$ cat config.mk
export PLATFORM = sky130hd
export DESIGN_NAME = mmw_chain
export DESIGN_NICKNAME = d
export VERILOG_FILES = /design/src/hdl/mmw_pkg.sv /design/src/hdl/mmw_cell.sv /design/src/hdl/mmw_chain.sv
export SDC_FILE = /design/constraint.sdc
export NUM_CORES = 1
export LEC_CHECK = 0
export CELL_PAD_IN_SITES_DETAIL_PLACEMENT = 1
export CELL_PAD_IN_SITES_GLOBAL_PLACEMENT = 2
export CORE_UTILIZATION = 40
export DETAILED_ROUTE_END_ITERATION = 8
export DONT_BUFFER_PORTS = 1
export PLACE_DENSITY_LB_ADDON = 0.1
export REMOVE_ABC_BUFFERS = 1
export SYNTH_ARGS = -nofsm -noshare
export SYNTH_HDL_FRONTEND = slang
export SYNTH_SLANG_ARGS = --single-unit
$ cat constraint.sdc
create_clock -name clk -period 2.4 [get_ports clk]
set_clock_uncertainty 0.15 [all_clocks]
set_input_delay 0.24 -clock clk [delete_from_list [all_inputs] [get_ports clk]]
set_output_delay 0.24 -clock clk [all_outputs]
set_load 0.01 [all_outputs]
$ cat src/hdl/mmw_pkg.sv
package mmw_pkg;

	localparam int PIX_W = 8;
	localparam int CFG_W = 11;
	localparam int ROW_W = 11;
	localparam int OFS_W = 4;

	localparam logic [1:0] REG_RADIUS = 2'd0;
	localparam logic [1:0] REG_MODE   = 2'd1;
	localparam logic [1:0] REG_WIDTH  = 2'd2;
	localparam logic [1:0] REG_HEIGHT = 2'd3;

	localparam logic [1:0] MODE_MEDIAN = 2'd0;
	localparam logic [1:0] MODE_MEAN   = 2'd1;
	localparam logic [1:0] MODE_BOTH   = 2'd2;
	localparam logic [1:0] MODE_ALIAS  = 2'd3;

	localparam logic FUNC_PIXEL = 1'b0;

	typedef enum logic [8:0] {
		ST_IDLE   = 9'b000000001,
		ST_IN     = 9'b000000010,
		ST_MIDCHK = 9'b000000100,
		ST_OUTCHK = 9'b000001000,
		ST_GATHER = 9'b000010000,
		ST_DRAIN  = 9'b000100000,
		ST_DIV    = 9'b001000000,
		ST_MIDWR  = 9'b010000000,
		ST_EMIT   = 9'b100000000
	} state_t;

	typedef struct packed {
		logic clear;
		logic load;
	} chain_ctrl_t;

	// taps in a window of side 2r+1
	function automatic logic [5:0] taps_of(input logic [1:0] r);
		logic [5:0] s;
		s = {3'b000, r, 1'b1};
		return s * s;
	endfunction

endpackage

$ cat src/hdl/mmw_cell.sv
module mmw_cell import mmw_pkg::*; (
	input  logic             clk,
	input  logic             arst_n,
	input  logic             clear,
	input  logic             in_valid,
	input  logic [PIX_W-1:0] in_data,
	output logic             out_valid,
	output logic [PIX_W-1:0] out_data,
	output logic [PIX_W-1:0] value
);

	logic             full_q;
	logic [PIX_W-1:0] val_q;
	logic             pass_q;
	logic [PIX_W-1:0] pdata_q;

	// keep the smaller value, hand the larger one on
	always_ff @(posedge clk or negedge arst_n) begin
		if (!arst_n) begin
			full_q <= 1'b0;
			pass_q <= 1'b0;
		end else if (clear) begin
			full_q <= 1'b0;
			pass_q <= 1'b0;
		end else if (in_valid) begin
			full_q <= 1'b1;
			pass_q <= full_q;
		end else begin
			pass_q <= 1'b0;
		end
	end

	always_ff @(posedge clk) begin
		if (in_valid) begin
			if (!full_q || in_data < val_q) begin
				val_q   <= in_data;
				pdata_q <= val_q;
			end else begin
				pdata_q <= in_data;
			end
		end
	end

	assign out_valid = pass_q;
	assign out_data  = pdata_q;
	assign value     = val_q;

endmodule

$ cat src/hdl/mmw_chain.sv
module mmw_chain import mmw_pkg::*; #(
	parameter int NCELL = 49
) (
	input  logic                     clk,
	input  logic                     arst_n,
	input  chain_ctrl_t              ctrl,
	input  logic [PIX_W-1:0]         din,
	input  logic [$clog2(NCELL)-1:0] sel,
	output logic [PIX_W-1:0]         dout
);

	logic             v   [NCELL+1];
	logic [PIX_W-1:0] d   [NCELL+1];
	logic [PIX_W-1:0] val [NCELL];

	assign v[0] = ctrl.load;
	assign d[0] = din;

	for (genvar i = 0; i < NCELL; i++) begin : g_cell
		mmw_cell u_cell (
			.clk      (clk),
			.arst_n   (arst_n),
			.clear    (ctrl.clear),
			.in_valid (v[i]),
			.in_data  (d[i]),
			.out_valid(v[i+1]),
			.out_data (d[i+1]),
			.value    (val[i])
		);
	end

	// cell i holds the i-th smallest once the chain has settled
	assign dout = val[sel];

endmodule

==> results.sh <==
export IMPL_synth_cells=3016
export IMPL_cts_tree="done"
export IMPL_post_synth_instance_area_um2=43700
export IMPL_wirelength_um=112000
export IMPL_highest_signal_layer="met4"
export IMPL_num_antenna_cells=0
export IMPL_die_h_um=332
export IMPL_timing_critical_path_to_type="output port"
export IMPL_fraction_of_final_layout_cells_sized_beyond_drive_strength_1_pct=33.2
export IMPL_rsz0062_at_grt="yes"
export IMPL_drcViolationCount=0
export IMPL_path_cells="mux4_2, mux2i_2, buf_4, a211oi_2, a21oi_1, nor2_2, buf_4"
export IMPL_clk_latency_ps=680
export IMPL_start_util_pct=40.6
export IMPL_final_core_occ_pct=48.9
export IMPL_grt_total_usage_pct=20.2
export IMPL_core_region_area_um2=108000
export IMPL_grt_start_max_net_pins=98
export IMPL_cts_num_sinks=873
export IMPL_ys_seq_elements=873
export IMPL_yosysTopAreaCell="edfxtp_1"
export IMPL_switching_share_pct=20.7
export IMPL_clock_power_share_pct=47.1
export IMPL_critical_path_slowest_cell="mux4_2"
export IMPL_synth_distinct_cells=38
export IMPL_cp_data_required_time_ps=2010
export IMPL_final_min_period_over_clock_period_pct=124
export IMPL_place_detailed_hpwl_um=79700
export IMPL_tightestPinTransition_ps=813
export IMPL_post_route_min_period_ps=2990
export IMPL_post_route_worst_setup_slack_ps=-586
export IMPL_placementRows=120
export IMPL_outcome="finished, violations left"
export IMPL_internal_power_mw=25.6
export IMPL_synth_top_cell_area_share_pct=53.4
export IMPL_ys_warn_count=0
export IMPL_timing_max_slew_rel_slack_pct=45.6
export IMPL_global_route_overflow_total=0
export IMPL_number_of_maximum_capacitance_constraint_violations=0
export IMPL_cts_root_buffer_cell="clkbuf_16"
export IMPL_hold_path_class="in2async"
export IMPL_floorplan_io_pins=26
export IMPL_cts_buffers_inserted=102
export IMPL_timing_critical_path_from_type="register"
export IMPL_netSwitchingPower_mw=6.67
export IMPL_timing_critical_path_max_delay_family="multiplexers"
export IMPL_yosys_top_cells_area="edfxtp_1, mux2_2, ha_1, dfrtp_1, mux4_2"
export IMPL_critPathArrivalTime_ps=2600
export IMPL_cts_path_max_buffers=3
export IMPL_critical_path_buf_inv_count=2
export IMPL_p_seq_share_pct=50.8
export IMPL_combPwrFrac_pct=2.0
export IMPL_ys_seq_area_share_pct=58.9
export IMPL_clk_pin_slew_worst_paths_ps=60
export IMPL_drtAntennaViolNets=0
export IMPL_synthToLayoutAreaGrowth_pct=20.6
export IMPL_vdd_drop_max_mv=0.510
export IMPL_critical_path_max_stage_delay_ps=550
export IMPL_critical_path_peak_fanout=3
export IMPL_critical_path_class="reg2out"
export IMPL_wl_per_cell_um=23.0
export IMPL_synthesized_area_divided_by_synthesized_cell_count_um2=14.5
export IMPL_detail_route_wirelength_met1_um=49600
export IMPL_buffer_ports_inserted=0
export IMPL_cellPowerDensity_nw_per_um2=613
export IMPL_dr_pass1_iters=5
export IMPL_die_area_um2=111000
export IMPL_gp_congestion=0.831
export IMPL_met3_length_um=3560
export IMPL_maxSlewViolCount=0
export IMPL_dieWidth_um=332
export IMPL_total_leakage_power_nw=20.6
export IMPL_max_freq_mhz=335
export IMPL_grt_antenna_before_repair=0
export IMPL_drt_vias_per_instance=5.28
export IMPL_drt_first_iter_violations=1290
export IMPL_detailroute_via_count=25647
export IMPL_timing_critical_path_mode_cell="buf_4"
export IMPL_number_of_global_route_vias_before_repair=28317
export IMPL_failed_checks="setup timing"
export IMPL_final_hold_worst_slack_ps=18.5
export IMPL_grt_pass1_wl_um=172000
export IMPL_setup_violations=24
export IMPL_reg2reg_setup_slack_ps=-40
export IMPL_nets=3730
export IMPL_htreeDepth=3
export IMPL_hold_violations=0
export IMPL_met2_wirelength_um=55800
==> placed cells by master, fill, tap and decap left out, types with 9 or more instances in the layout <==
cell type	Yosys	layout
inv_4	0	16
and2_1	49	15
inv_2	0	14
a21oi_1	113	73
mux2_4	0	110
ha_4	0	31
buf_4	9	177
mux2_2	384	274
nor2b_1	64	59
clkbuf_1	17	32
a21oi_2	48	81
o21ai_0	97	44
buf_12	2	21
a21boi_0	49	47
dlygate4sd3_1	0	12
edfxtp_1	776	776
nand2b_1	52	52
inv_1	391	361
ha_1	343	312
nand2_1	12	11
and2_2	0	13
mux4_2	89	89
o21ai_1	0	48
mux2i_1	45	37
and2_4	0	21
and3_1	48	43
dfrtp_1	97	97
and3b_1	47	47
clkbuf_16	0	107
o2111ai_1	48	43
clkinv_2	0	24
nor2_1	169	163
buf_6	6	83
a211oi_2	9	9
clkbuf_8	0	13
==> kinds of logic (layout without fill, tap and decap cells) <==
| logic type | after synthesis | in the layout | share of synthesized area [%] |
|---|---|---|---|
| flip-flops | 873 | 873 | 58.9 |
| multiplexers | 519 | 519 | 15.6 |
| AND/OR/NAND/NOR | 450 | 450 | 5.66 |
| buffers and inverters | 440 | 881 | 4.15 |
| AO/OA/AOI/OAI | 391 | 391 | 5.88 |
| adder cells (fa/ha/maj) | 343 | 343 | 9.83 |
==> synth_stat cells <==
| cell type | number |
|---|---|
| nand4_1 | 1 |
| o21ai_0 | 97 |
| nand2_1 | 12 |
| mux2i_1 | 45 |
| mux4_2 | 89 |
| clkbuf_1 | 17 |
| mux2_2 | 384 |
| ha_1 | 343 |
| dfrtp_1 | 97 |
| or2_2 | 1 |
| buf_6 | 6 |
| a21oi_1 | 113 |
| edfxtp_1 | 776 |
| buf_8 | 3 |
| buf_12 | 2 |
| o211ai_1 | 7 |
| inv_1 | 391 |
| a211oi_1 | 8 |
| clkbuf_2 | 1 |
| o22ai_1 | 7 |
| mux4_1 | 1 |
| buf_4 | 9 |
| o2111ai_1 | 48 |
| nor4_1 | 1 |
| nor2_1 | 169 |
| and2_1 | 49 |
| nand2b_1 | 52 |
| buf_2 | 10 |
| buf_1 | 1 |
| a21o_1 | 4 |
| and3_1 | 48 |
| o221ai_1 | 1 |
| a211oi_2 | 9 |
| a21boi_0 | 49 |
| nor3_1 | 6 |
| nor2b_1 | 64 |
| and3b_1 | 47 |
| a21oi_2 | 48 |
==> state kept, by name (all words and copies together), names as in the netlist <==
register / flops
g_cell.u_cell.full_q: 49
g_cell.u_cell.out_data: 384
g_cell.u_cell.out_valid: 48
g_cell.u_cell.value: 392
==> per-stage QoR <==
stage | setup slack, ps | std cells | power [mW] | TNS, ps | area [µm²]
after floorplan | 21.0 | 2967 | 17.0 | 0 | 43300
after global placement | -121 | 4583 | 17.2 | -483 | 47000
after detailed placement | -117 | 4583 | 17.2 | -488 | 47000
after CTS | -654 | 4805 | 32.7 | -5440 | 50800
after global routing | -679 | 4860 | 33.3 | -12550 | 52700
final | -586 | 4860 | 32.3 | -4750 | 52700
==> per-layer routing <==
metal,global-route usage [%],vias up
met4,5.82,0
met3,3.11,159
met2,34.7,334
met5,0,-
met1,26.4,13192
li1,-,11962
==> worst paths after layout <==
path / from / to / cells after the start
worst max-delay path: g_cell[7].u_cell.value[4]$_DFFE_PP_ / dout[4] / 7
worst min register to register: g_cell[47].u_cell.out_data[0]$_DFFE_PP_ / g_cell[48].u_cell.value[0]$_DFFE_PP_ / 0
worst min-delay path: arst_n / g_cell[20].u_cell.full_q$_DFFE_PN0P_ / 2
max in group asynchronous: arst_n / g_cell[40].u_cell.out_valid$_DFF_PN0_ / 2
worst max register to register: g_cell[31].u_cell.value[1]$_DFFE_PP_ / g_cell[31].u_cell.value[1]$_DFFE_PP_ / 11
min in group clk: din[4] / g_cell[0].u_cell.value[4]$_DFFE_PP_ / 1
==> layout make-up <==
type / count / area (µm²)
sequential: 873 / 25700
clock buffer: 149 / 2900
fill: 10407 / 55000
tap: 1403 / 1760
inverter: 391 / 1510
multi-input combinational: 1703 / 17500
timing repair buffer: 298 / 2930
clock inverter: 43 / 363
==> power groups by stage <==
stage	clock network [mW]	registers [mW]	logic, mW
2_1_floorplan	0	16.7	0.304
3_3_place_gp	0	16.7	0.472
3_5_place_dp	0	16.7	0.472
4_1_cts	15.7	16.4	0.628
5_1_grt	16.2	16.4	0.697
6_report	15.2	16.4	0.651
==> worst register-to-register path, stage by stage, from the launching register on <==
cell	delay, ps
edfxtp_1	450
buf_4	170
buf_6	110
inv_4	50
ha_4	180
a21boi_2	150
o21ai_2	180
a21oi_2	80
a21oi_2	180
buf_6	170
and2_4	160
buf_6	120
==> repair_timing <==
action / in CTS / in global routing
pin swaps: 22 / 91
setup buffers: 16 / 55
endpoints found under the setup margin: 39 / 642
cloned: 0 / 8
hold buffers: 14 / 0
resized for setup: 60 / 407
endpoints found under the hold margin: 226 / 0
Note: power is estimated with default switching activity, not from simulation.
